===== src/hw/rtl/etmr_pkg.sv =====
package etmr_pkg;

    // Current moment as carried by one input transaction
    typedef struct packed {
        logic [6:0] year;
        logic [3:0] month;
        logic [4:0] day_of_month;
        logic [4:0] hour;
        logic [5:0] minute;
        logic [5:0] second;
    } t_in_item;

    // Elapsed time as carried by one output transaction
    typedef struct packed {
        logic       before_start;
        logic [6:0] elapsed_years;
        logic [3:0] elapsed_months;
        logic [4:0] elapsed_days;
        logic [4:0] elapsed_hours;
        logic [5:0] elapsed_minutes;
        logic [5:0] elapsed_seconds;
    } t_out_item;

    localparam int CFG_IDX_W  = 3;
    localparam int CFG_DATA_W = 7;

    localparam logic [CFG_IDX_W-1:0] CFG_START_YEAR   = 3'd0;
    localparam logic [CFG_IDX_W-1:0] CFG_START_MONTH  = 3'd1;
    localparam logic [CFG_IDX_W-1:0] CFG_START_DAY    = 3'd2;
    localparam logic [CFG_IDX_W-1:0] CFG_START_HOUR   = 3'd3;
    localparam logic [CFG_IDX_W-1:0] CFG_START_MINUTE = 3'd4;
    localparam logic [CFG_IDX_W-1:0] CFG_START_SECOND = 3'd5;

    // Saturation values once more than 127 whole years have gone by
    localparam logic [6:0] SAT_YEARS   = 7'd127;
    localparam logic [3:0] SAT_MONTHS  = 4'd11;
    localparam logic [4:0] SAT_DAYS    = 5'd29;
    localparam logic [4:0] SAT_HOURS   = 5'd23;
    localparam logic [5:0] SAT_MINUTES = 6'd59;
    localparam logic [5:0] SAT_SECONDS = 6'd59;

endpackage


===== src/hw/rtl/etmr_in_if.sv =====
interface etmr_in_if
    import etmr_pkg::*;
();
    logic     valid;
    logic     ready;
    t_in_item data;

    modport source (output valid, output data, input ready);
    modport sink   (input valid, input data, output ready);
endinterface


===== src/hw/rtl/etmr_out_if.sv =====
interface etmr_out_if
    import etmr_pkg::*;
();
    logic      valid;
    logic      ready;
    t_out_item data;

    modport source (output valid, output data, input ready);
    modport sink   (input valid, input data, output ready);
endinterface


===== src/hw/rtl/elapsed_time_mixed_radix.sv =====
// Channel    Dir  Handshake        Payload
// ---------  ---  ---------------  -----------------------------------------------
// i_req      in   valid / ready    year, month, day_of_month, hour, minute, second
// o_rsp      out  valid / ready    before_start, elapsed_years .. elapsed_seconds
// i_cfg_*    in   write enable     start moment registers, index 0..5
//
// Seven register stages, one transaction per clock when o_rsp is not stalled.
// The depth is set by the chain of constant-reciprocal multiplies and
// remainder subtracts. Reset (i_rst_n low, synchronous) empties the pipeline
// and loads the start registers with 2018-05-02 12:30:00. A stall at o_rsp
// backs up stage by stage; empty stages keep filling, and i_req.ready drops
// only once the pipe is full.
//
// Method: each moment becomes a day number (counted from March 1 of the year
// before 2000, so leap days fall at the end of a counting year) plus a
// second-of-day value. The two differences are normalized into whole days and
// seconds below one day; days then split by 360 and 30, seconds by 3600 and 60.
module elapsed_time_mixed_radix
    import etmr_pkg::*;
(
    input  logic                  i_clk,
    input  logic                  i_rst_n,
    etmr_in_if.sink               i_req,
    etmr_out_if.source            o_rsp,
    input  logic                  i_cfg_we,
    input  logic [CFG_IDX_W-1:0]  i_cfg_idx,
    input  logic [CFG_DATA_W-1:0] i_cfg_data
);

    localparam int NSTG = 7;

    typedef struct packed {
        logic [15:0] day_num;
        logic [16:0] tod;
    } t_moment;

    // Days from the start of the counting year (March 1) to the first of the
    // given month. Month 0 is the December before, months 13..15 run on.
    function automatic logic [8:0] month_doy(input logic [3:0] mo);
        logic [8:0] d;
        unique case (mo)
            4'd0, 4'd12: d = 9'd275;
            4'd1, 4'd13: d = 9'd306;
            4'd2, 4'd14: d = 9'd337;
            4'd3, 4'd15: d = 9'd0;
            4'd4:        d = 9'd31;
            4'd5:        d = 9'd61;
            4'd6:        d = 9'd92;
            4'd7:        d = 9'd122;
            4'd8:        d = 9'd153;
            4'd9:        d = 9'd184;
            4'd10:       d = 9'd214;
            default:     d = 9'd245;
        endcase
        return d;
    endfunction

    // Counting-year offset relative to the year field
    function automatic logic [1:0] month_yofs(input logic [3:0] mo);
        logic [1:0] o;
        unique case (mo)
            4'd0, 4'd1, 4'd2: o = 2'd0;
            4'd15:            o = 2'd2;
            default:          o = 2'd1;
        endcase
        return o;
    endfunction

    function automatic t_moment moment_of(
        input logic [6:0] yr, input logic [3:0] mo, input logic [4:0] dd,
        input logic [4:0] hh, input logic [5:0] mi, input logic [5:0] ss);
        t_moment    m;
        logic [7:0] q;
        logic [8:0] q3;
        logic [6:0] leaps;
        logic       no_leap_2100;
        q            = {1'b0, yr} + {6'd0, month_yofs(mo)};
        q3           = {1'b0, q} + 9'd3;
        leaps        = q3[8:2];
        no_leap_2100 = (q >= 8'd101);
        m.day_num    = {8'd0, q} * 16'd365 + {9'd0, leaps} - {15'd0, no_leap_2100}
                     + {7'd0, month_doy(mo)} + {11'd0, dd};
        m.tod        = {12'd0, hh} * 17'd3600 + {11'd0, mi} * 17'd60 + {11'd0, ss};
        return m;
    endfunction

    // ---------------- configuration ----------------
    logic [6:0] r_start_year;
    logic [3:0] r_start_month;
    logic [4:0] r_start_day;
    logic [4:0] r_start_hour;
    logic [5:0] r_start_minute;
    logic [5:0] r_start_second;

    always_ff @(posedge i_clk) begin
        if (!i_rst_n) begin
            r_start_year   <= 7'd18;
            r_start_month  <= 4'd5;
            r_start_day    <= 5'd2;
            r_start_hour   <= 5'd12;
            r_start_minute <= 6'd30;
            r_start_second <= 6'd0;
        end else if (i_cfg_we) begin
            unique case (i_cfg_idx)
                CFG_START_YEAR:   r_start_year   <= i_cfg_data;
                CFG_START_MONTH:  r_start_month  <= i_cfg_data[3:0];
                CFG_START_DAY:    r_start_day    <= i_cfg_data[4:0];
                CFG_START_HOUR:   r_start_hour   <= i_cfg_data[4:0];
                CFG_START_MINUTE: r_start_minute <= i_cfg_data[5:0];
                CFG_START_SECOND: r_start_second <= i_cfg_data[5:0];
                default: ;  // unknown index, write dropped
            endcase
        end
    end

    // ---------------- pipeline control ----------------
    // A stage loads when it is empty or its contents move on this cycle.
    logic [NSTG-1:0] r_vld;
    logic [NSTG-1:0] adv;

    always_comb begin
        adv[NSTG-1] = !r_vld[NSTG-1] || o_rsp.ready;
        for (int k = NSTG - 2; k >= 0; k--) begin
            adv[k] = !r_vld[k] || adv[k+1];
        end
    end

    always_ff @(posedge i_clk) begin
        if (!i_rst_n) begin
            r_vld <= '0;
        end else begin
            if (adv[0]) begin
                r_vld[0] <= i_req.valid;
            end
            for (int k = 1; k < NSTG; k++) begin
                if (adv[k]) begin
                    r_vld[k] <= r_vld[k-1];
                end
            end
        end
    end

    assign i_req.ready = adv[0];

    // ---------------- stage 1: day number and second of day ----------------
    t_moment r_s1_now;
    t_moment r_s1_sta;

    always_ff @(posedge i_clk) begin
        if (adv[0]) begin
            r_s1_now <= moment_of(i_req.data.year, i_req.data.month, i_req.data.day_of_month,
                                  i_req.data.hour, i_req.data.minute, i_req.data.second);
            r_s1_sta <= moment_of(r_start_year, r_start_month, r_start_day,
                                  r_start_hour, r_start_minute, r_start_second);
        end
    end

    // ---------------- stage 2: raw differences ----------------
    logic signed [16:0] r_s2_dd;
    logic signed [18:0] r_s2_dt;

    always_ff @(posedge i_clk) begin
        if (adv[1]) begin
            r_s2_dd <= signed'({1'b0, r_s1_now.day_num} - {1'b0, r_s1_sta.day_num});
            r_s2_dt <= signed'({2'b0, r_s1_now.tod} - {2'b0, r_s1_sta.tod});
        end
    end

    // ---------------- stage 3: borrow/carry between days and seconds ----------------
    logic signed [16:0] n_s3_dd;
    logic signed [18:0] n_s3_dt;
    logic               r_s3_neg;
    logic [15:0]        r_s3_days;
    logic [16:0]        r_s3_tod;

    always_comb begin
        priority if (r_s2_dt < -19'sd86400) begin
            n_s3_dt = r_s2_dt + 19'sd172800;
            n_s3_dd = r_s2_dd - 17'sd2;
        end else if (r_s2_dt < 19'sd0) begin
            n_s3_dt = r_s2_dt + 19'sd86400;
            n_s3_dd = r_s2_dd - 17'sd1;
        end else if (r_s2_dt >= 19'sd86400) begin
            n_s3_dt = r_s2_dt - 19'sd86400;
            n_s3_dd = r_s2_dd + 17'sd1;
        end else begin
            n_s3_dt = r_s2_dt;
            n_s3_dd = r_s2_dd;
        end
    end

    always_ff @(posedge i_clk) begin
        if (adv[2]) begin
            r_s3_neg  <= n_s3_dd[16];
            r_s3_days <= n_s3_dd[15:0];
            r_s3_tod  <= n_s3_dt[16:0];
        end
    end

    // ---------------- stage 4: years = days/360, hours = tod/3600 ----------------
    logic [29:0] n_s4_yprod;
    logic [33:0] n_s4_hprod;
    logic        r_s4_neg;
    logic        r_s4_sat;
    logic [7:0]  r_s4_yrs;
    logic [4:0]  r_s4_hrs;
    logic [15:0] r_s4_days;
    logic [16:0] r_s4_tod;

    assign n_s4_yprod = {14'd0, r_s3_days} * 30'd11651;  // 2^22/360 rounded up
    assign n_s4_hprod = {17'd0, r_s3_tod} * 34'd74566;   // 2^28/3600 rounded up

    always_ff @(posedge i_clk) begin
        if (adv[3]) begin
            r_s4_neg  <= r_s3_neg;
            r_s4_sat  <= (r_s3_days >= 16'd46080);  // 128 years of 360 days
            r_s4_yrs  <= n_s4_yprod[29:22];
            r_s4_hrs  <= n_s4_hprod[32:28];
            r_s4_days <= r_s3_days;
            r_s4_tod  <= r_s3_tod;
        end
    end

    // ---------------- stage 5: remainders ----------------
    logic [15:0] n_s5_ry;
    logic [16:0] n_s5_rh;
    logic        r_s5_neg;
    logic        r_s5_sat;
    logic [6:0]  r_s5_yrs;
    logic [4:0]  r_s5_hrs;
    logic [8:0]  r_s5_rem_y;
    logic [11:0] r_s5_rem_h;

    assign n_s5_ry = r_s4_days - {8'd0, r_s4_yrs} * 16'd360;
    assign n_s5_rh = r_s4_tod - {12'd0, r_s4_hrs} * 17'd3600;

    always_ff @(posedge i_clk) begin
        if (adv[4]) begin
            r_s5_neg   <= r_s4_neg;
            r_s5_sat   <= r_s4_sat;
            r_s5_yrs   <= r_s4_yrs[6:0];
            r_s5_hrs   <= r_s4_hrs;
            r_s5_rem_y <= n_s5_ry[8:0];
            r_s5_rem_h <= n_s5_rh[11:0];
        end
    end

    // ---------------- stage 6: months = rem/30, minutes = rem/60 ----------------
    logic [18:0] n_s6_mprod;
    logic [24:0] n_s6_iprod;
    logic        r_s6_neg;
    logic        r_s6_sat;
    logic [6:0]  r_s6_yrs;
    logic [4:0]  r_s6_hrs;
    logic [3:0]  r_s6_mos;
    logic [5:0]  r_s6_mins;
    logic [8:0]  r_s6_rem_y;
    logic [11:0] r_s6_rem_h;

    assign n_s6_mprod = {10'd0, r_s5_rem_y} * 19'd547;   // 2^14/30 rounded up
    assign n_s6_iprod = {13'd0, r_s5_rem_h} * 25'd4370;  // 2^18/60 rounded up

    always_ff @(posedge i_clk) begin
        if (adv[5]) begin
            r_s6_neg   <= r_s5_neg;
            r_s6_sat   <= r_s5_sat;
            r_s6_yrs   <= r_s5_yrs;
            r_s6_hrs   <= r_s5_hrs;
            r_s6_mos   <= n_s6_mprod[17:14];
            r_s6_mins  <= n_s6_iprod[23:18];
            r_s6_rem_y <= r_s5_rem_y;
            r_s6_rem_h <= r_s5_rem_h;
        end
    end

    // ---------------- stage 7: last remainders, output register ----------------
    logic [8:0]  n_s7_day;
    logic [11:0] n_s7_sec;
    t_out_item   n_out;
    t_out_item   r_out;

    assign n_s7_day = r_s6_rem_y - {5'd0, r_s6_mos} * 9'd30;
    assign n_s7_sec = r_s6_rem_h - {6'd0, r_s6_mins} * 12'd60;

    always_comb begin
        priority if (r_s6_neg) begin
            n_out              = '0;
            n_out.before_start = 1'b1;
        end else if (r_s6_sat) begin
            n_out.before_start    = 1'b0;
            n_out.elapsed_years   = SAT_YEARS;
            n_out.elapsed_months  = SAT_MONTHS;
            n_out.elapsed_days    = SAT_DAYS;
            n_out.elapsed_hours   = SAT_HOURS;
            n_out.elapsed_minutes = SAT_MINUTES;
            n_out.elapsed_seconds = SAT_SECONDS;
        end else begin
            n_out.before_start    = 1'b0;
            n_out.elapsed_years   = r_s6_yrs;
            n_out.elapsed_months  = r_s6_mos;
            n_out.elapsed_days    = n_s7_day[4:0];
            n_out.elapsed_hours   = r_s6_hrs;
            n_out.elapsed_minutes = r_s6_mins;
            n_out.elapsed_seconds = n_s7_sec[5:0];
        end
    end

    always_ff @(posedge i_clk) begin
        if (adv[6]) begin
            r_out <= n_out;
        end
    end

    assign o_rsp.valid = r_vld[NSTG-1];
    assign o_rsp.data  = r_out;

endmodule


===== src/flat_wrapper.sv =====
// flat-port wrapper written by rule: the top's interface ports become plain ports
module elapsed_time_mixed_radix_flat import etmr_pkg::*;
  (i_clk, i_rst_n, i_cfg_we, i_cfg_idx, i_cfg_data, i_req_valid, i_req_data, i_req_ready, o_rsp_valid, o_rsp_data, o_rsp_ready);
  etmr_in_if i_req_i ();
  etmr_out_if o_rsp_i ();
  input  logic i_clk;
  input  logic i_rst_n;
  input  logic i_cfg_we;
  input  logic [CFG_IDX_W-1:0] i_cfg_idx;
  input  logic [CFG_DATA_W-1:0] i_cfg_data;
  input wire logic [$bits(i_req_i.valid)-1:0] i_req_valid;
  input wire logic [$bits(i_req_i.data)-1:0] i_req_data;
  output wire logic [$bits(i_req_i.ready)-1:0] i_req_ready;
  output wire logic [$bits(o_rsp_i.valid)-1:0] o_rsp_valid;
  output wire logic [$bits(o_rsp_i.data)-1:0] o_rsp_data;
  input wire logic [$bits(o_rsp_i.ready)-1:0] o_rsp_ready;
  assign i_req_i.valid = i_req_valid;
  assign i_req_i.data = i_req_data;
  assign i_req_ready = i_req_i.ready;
  assign o_rsp_valid = o_rsp_i.valid;
  assign o_rsp_data = o_rsp_i.data;
  assign o_rsp_i.ready = o_rsp_ready;
  elapsed_time_mixed_radix u_core (.i_clk(i_clk), .i_rst_n(i_rst_n), .i_req(i_req_i), .o_rsp(o_rsp_i), .i_cfg_we(i_cfg_we), .i_cfg_idx(i_cfg_idx), .i_cfg_data(i_cfg_data));
endmodule

===== config.mk =====
export PLATFORM = sky130hd
export DESIGN_NAME = elapsed_time_mixed_radix_flat
export DESIGN_NICKNAME = d
export VERILOG_FILES = /design/src/hw/rtl/etmr_pkg.sv /design/src/hw/rtl/etmr_in_if.sv /design/src/hw/rtl/etmr_out_if.sv /design/src/hw/rtl/elapsed_time_mixed_radix.sv /design/src/flat_wrapper.sv
export SDC_FILE = /design/constraint.sdc
export NUM_CORES = 1
export LEC_CHECK = 0
export BUFFER_PORTS_ARGS = -buffer_cell sky130_fd_sc_hd__buf_2
export CAP_MARGIN = 20
export CELL_PAD_IN_SITES_DETAIL_PLACEMENT = 1
export CELL_PAD_IN_SITES_GLOBAL_PLACEMENT = 1
export CORE_ASPECT_RATIO = 2
export CORE_MARGIN = 8
export CORE_UTILIZATION = 52
export DETAILED_ROUTE_END_ITERATION = 10
export PLACE_DENSITY = 0.92
export SLEW_MARGIN = 20
export SYNTH_ARGS = -nofsm -noshare
export SYNTH_HDL_FRONTEND = slang
export SYNTH_SLANG_ARGS = --single-unit

===== constraint.sdc =====
create_clock -name i_clk -period 10.8 [get_ports i_clk]
set_input_delay 2.16 -clock i_clk [delete_from_list [all_inputs] [get_ports i_clk]]
set_output_delay 2.16 -clock i_clk [all_outputs]
set_load 0.01 [all_outputs]

==> impl_metrics.tcl, run 1 <==
set metrics [dict create \
    status "finished, final reports clean" \
    wirelength_mm 89.31 \
    cts_setup_buffers 0 \
    final.min_clock_period_ps 8619 \
    hold_path.class "reg -> reg" \
    syn_area_um2 31410 \
    yosysTopAreaCellShare_pct 26.19 \
    yosys.area.top_type "edfxtp_1" \
    ant_nets 0 \
    grt_pass1_vias 26810 \
    hpwl_mm 71.51 \
    fin_skew_ps 21.84 \
    synthMostInstantiatedCell "ha_1" \
    max_freq_mhz 116.0 \
    rr_worst_depth 24 \
    grt_overflow_total 0 \
    core_area_um2 59910 \
    drive_gt1_share_pct 5.418 \
    synth_edf_count 274 \
    min_period_over_period_pct 79.80 \
    relSlewSlack_pct 31.72 \
    postCtsHoldBufs 0 \
    synth_area_per_cell_um2 10.81 \
    route.detailed.drc 0 \
    die_w_um 189.8 \
    num_rows 127 \
    cp_data_arrival_time_ps 8970 \
    path_class "in -> reg" \
    grt_max_degree 68 \
    ys_ff_latch 323 \
    via_count 22150 \
    tightest_slew_ps 1024 \
    die_h_um 363.6 \
    crit_slowest_cell "xnor2_1" \
    clock-root-buffer "clkbuf_16" \
    critPathRequiredTime_ps 11150 \
    area_delta_synth_final_pct 7.536 \
    maxCapViolations 0 \
    gp_congestion 0.9242 \
    crit_fanout 6 \
    cts_resized 0 \
    numCtsBuffers 31 \
    io_pins 84 \
    n_antenna_cell 0 \
    netlist_top_cells_area "edfxtp_1, ha_1, fa_1" \
    clock_sinks 323 \
    async_flop_share_pct 0 \
    die_area_um2 69000 \
    first_pass_iters 5 \
    insertion_delay_ps 620 \
    initial_core_util_pct 52.43 \
    whs_path_depth 0 \
    h-tree-depth 1 \
    seq_area_frac_synth_pct 29.32 \
    grt_usage_pct 25.98 \
    path_common_cell "fa_1" \
    grt_pass1_wl_mm 140.3 \
    syn_nets 3851 \
    cp-end-kind "register" \
    drv_slew 0 \
    critPathMaxStageDelay_ps 650 \
    yosysWarnings 0 \
    path_clk_slew_ps 70 \
    ys_types 81 \
    drt_first_iter_violations 825 \
    nets 3948 \
    rsz0062_at_grt "no" \
    hold_viol 0 \
    finalSetupViolations 0 \
    cts_tree "done" \
    synth_common_cells "ha_1, inv_1, edfxtp_1, fa_1, xnor2_1" \
    clock_path_buffers 3 \
    synth_ff_type "edfxtp_1" \
    netlist_instances 2906 \
    io_buffers 83 \
    antenna_found_initial 0 \
    viasPerCell 5.827 \
    wl_per_cell_um 23.50 \
    start_kind "input port" \
    fin_setup_tns_ps 0 \
]
[layout make-up]
| class | instances | area [um^2] |
|---|---|---|
| fill | 6468 | 26130 |
| clock buffer | 40 | 839.6 |
| clock inverter | 17 | 193.9 |
| inverter | 603 | 2263 |
| sequential | 323 | 9209 |
| tap | 774 | 968.4 |
| multi-input combinational | 1953 | 19830 |
| timing repair buffer | 91 | 475.5 |
[kinds of logic after synthesis]
family,share of synthesized area [%]
and+or+nand+nor,6.429
adders and majority gates,41.73
buffers and inverters,7.564
DFF,29.32
AOI/OAI and AO/OA,8.544
muxes,0.8405
xor gates and xnor gates,5.577
[stage by stage]
step                utilization, %  hold WS, ps  instances  setup WS [ps]  area [um^2]
floorplan                        -        400.3       2906           2658        31410
CTS                          56.39        424.6       3801           2162        33780
global placement             54.66        403.2       3744           1730        32750
finish                       56.39        422.7       3801           2181        33780
detailed placement           54.66        406.2       3744           1587        32750
global route                 56.39        431.8       3801           1714        33780
[worst max-delay path: cells and delay by family]
family	cells	cell delay (ps)
adder cells (fa/ha/maj)	9	3320
buffers and inverters	5	420
XOR/XNOR	3	1090
AND/OR/NAND/NOR	5	630
AO/OA/AOI/OAI	7	1350
[layout by cell type, fill, tap and decap left out, drive strengths merged, types with 32 or more instances in the layout]
master and count:
o21ai 73, edfxtp 274, nand2 113, fa 251
xnor2 136, ha 646, xor2 64, inv 604
nor2 128, dfxtp 49, a21o 44, a21oi 123
nor2b 32, buf 91, clkbuf 40, nand3 34
[final timing paths]
path                                         startpoint                  end  slack, ps
worst max-delay path                     i_req_data[23]  u_core.r_s1_now[31]       2180
worst max register to register  u_core.r_start_month[2]  u_core.r_s1_sta[32]       3180
worst min register to register       u_core.r_s5_yrs[4]   u_core.r_s6_yrs[4]        420
worst min-delay path                 u_core.r_s5_yrs[4]   u_core.r_s6_yrs[4]        420
[per-layer routing]
layer / vias up / track usage, % / routed length [um]
met5: - / 0 / 0
li1: 9957 / - / -
met1: 11030 / 21.06 / 26980
met2: 716 / 53.02 / 51080
met3: 449 / 2.936 / 2817
met4: 0 / 21.90 / 8435
[sequential cells by signal (all words and copies together), names as in the netlist, 7 cells and up, named ones only]
signal               count
u_core.o_rsp.data       34
u_core.r_s1_now         33
u_core.r_s1_sta         33
u_core.r_s2_dd          17
u_core.r_s2_dt          18
u_core.r_s3_days        16
u_core.r_s3_tod         17
u_core.r_s4_days         9
u_core.r_s4_tod         12
u_core.r_s4_yrs          7
u_core.r_s5_rem_h       12
u_core.r_s5_rem_y        9
u_core.r_s5_yrs          7
u_core.r_s6_yrs          7
u_core.r_start_year      7
u_core.r_vld             7
Power of run 1 is left out: the tool's default activity adds up to more than one toggle a clock period on the data nets, which glitch-free logic cannot reach.
==> run 2, diff against run 1 <==
- clock period: 10.8 -> 8.35 ns (I/O delays scaled with it)
==> run 2 against run 1 <==
  * Register-to-register slack got worse by 2400 ps
  * Largest cell class unchanged
  * Global-route usage rose by 0.092 points
  * Critical path type unchanged
  * First-iteration DRC count increased by 1.6%
  * Cell area is 0.39% higher
  * Sequential cell count unchanged
  * Wire length down 0.33%
  * Hold slack lost 12 ps
  * Final cell count up 0.42%
==> impl_metrics.tcl, run 2 (synthesis results as in run 1) <==
set metrics [dict create \
    hold_slack_ps 411.1 \
    antenna_found_initial 1 \
    worstReg2RegEnd "u_core.r_s1_sta[32]" \
    hold_path.class "reg -> reg" \
    num_rows 127 \
    critPathRequiredTime_ps 8630 \
    nets 3961 \
    whs_path_depth 0 \
    grt_pass1_vias 26640 \
    grt_overflow_total 0 \
    numCtsBuffers 34 \
    grt_max_degree 68 \
    grt_pass1_wl_mm 140.3 \
    clock_sinks 323 \
    crit_fanout 6 \
    wirelength_mm 89.02 \
    route.met2.wl_mm 51.25 \
    finalSetupViolations 0 \
    rr_worst_depth 24 \
    r2r_setup_slack_ps 750 \
    drive_gt1_share_pct 5.851 \
    h-tree-depth 2 \
    via_count 22110 \
    viasPerCell 5.793 \
    gp_congestion 0.9226 \
    die_area_um2 69000 \
    final.min_clock_period_ps 7806 \
    io_buffers 83 \
    die_h_um 363.6 \
    cp_data_arrival_time_ps 8090 \
    min_period_over_period_pct 93.49 \
    mostFrequentLayoutCells "ha_1, inv_1, edfxtp_1, fa_1, xnor2_1" \
    finalNonFillerCells 3817 \
    layout_commonest_cell "ha_1" \
    critPathMaxStageDelay_ps 550 \
    initial_core_util_pct 52.43 \
    insertion_delay_ps 550 \
    fin_skew_ps 30.98 \
    placed_area_um2 32820 \
    rsz0062_at_grt "no" \
    finish.instance_area_um2 33910 \
    cts_resized 0 \
    clock-root-buffer "clkbuf_16" \
    die_w_um 189.8 \
    io_pins 84 \
    postCtsHoldBufs 0 \
    path_common_cell "inv_1" \
    hold_viol 0 \
    core_area_um2 59910 \
    start_kind "input port" \
    route.detailed.drc 0 \
    setup.worst_path.start "i_req_data[23]" \
    tightest_slew_ps 984.5 \
    area_delta_synth_final_pct 7.955 \
    routed.top_layer "met4" \
    largest_reg_flops 34 \
    regToRegStartpoint "u_core.r_start_month[2]" \
    cts_setup_buffers 0 \
    grt_usage_pct 26.07 \
    ant_nets 0 \
    maxCapViolations 0 \
    wl_per_cell_um 23.32 \
    hold_end "u_core.r_s6_neg" \
    hpwl_mm 70.78 \
    clock_path_buffers 3 \
    cts_tree "done" \
    wl_met1_mm 26.57 \
    path_clk_slew_ps 60 \
    drt_first_iter_violations 838 \
    fin_setup_tns_ps 0 \
    drv_slew 0 \
    path_class "in -> reg" \
    max_freq_mhz 128.1 \
    crit_slowest_cell "fa_1" \
    dr_wl_met3_mm 2.992 \
    status "finished, final reports clean" \
    first_pass_iters 5 \
    dp.cells 3754 \
    relSlewSlack_pct 34.37 \
    cp-end-kind "register" \
    hp-start "u_core.r_s5_neg" \
]
==> run 2: cell count changes in the layout (fill, tap and decap cells not counted), moves of 2 or more <==
cell	previous run	this run
buf_4	8	18
bufinv_16	3	1
clkbuf_1	6	4
clkbuf_16	31	37
clkbuf_8	3	0
clkinv_1	4	6
clkinv_2	2	8
clkinv_4	4	2
==> run 2: final cells by class <==
cell class,instances,area [um^2]
fill,6377,26000
multi-input combinational,1953,19830
sequential,323,9209
inverter,603,2263
tap,774,968.4
clock buffer,41,940.9
timing repair buffer,101,550.5
clock inverter,21,146.4
antenna,1,2.502
==> run 2: worst max-delay path, delay by kind of cell <==
family | cells | cell delay (ps)
adder cells (fa/ha/maj) | 9 | 3440
AO/OA/AOI/OAI | 7 | 1400
buffers and inverters | 7 | 690
XOR/XNOR | 2 | 370
AND/OR/NAND/NOR | 5 | 550
==> run 2: per-layer routing <==
| metal | GRT usage (%) | vias up |
|---|---|---|
| met4 | 21.21 | 0 |
| met5 | 0 | - |
| met2 | 53.11 | 670 |
| met3 | 3.885 | 438 |
| li1 | - | 9986 |
| met1 | 20.93 | 11020 |
==> run 2: worst max path at each step <==
stage | slack [ps] | to | depth (start not counted)
final | 540 | u_core.r_s1_now[31] | 30
after global routing | 120 | u_core.r_s1_now[31] | 30
after CTS | 510 | u_core.r_s1_now[31] | 30
after detailed placement | -50 | u_core.r_s1_now[31] | 30
after global placement | 190 | u_core.r_s1_now[31] | 30
after floorplan | 700 | u_core.r_s1_now[31] | 26
==> run 2: stage by stage <==
| stage | setup slack (ps) | util [%] |
|---|---|---|
| 6_report | 543.5 | 56.61 |
| 5_1_grt | 124.6 | 56.60 |
| 4_1_cts | 512.8 | 56.60 |
| 3_5_place_dp | -49.10 | 54.79 |
| 3_3_place_gp | 189.0 | 54.79 |
| 2_1_floorplan | 698.4 | - |
Power of run 2 is left out for the same reason.
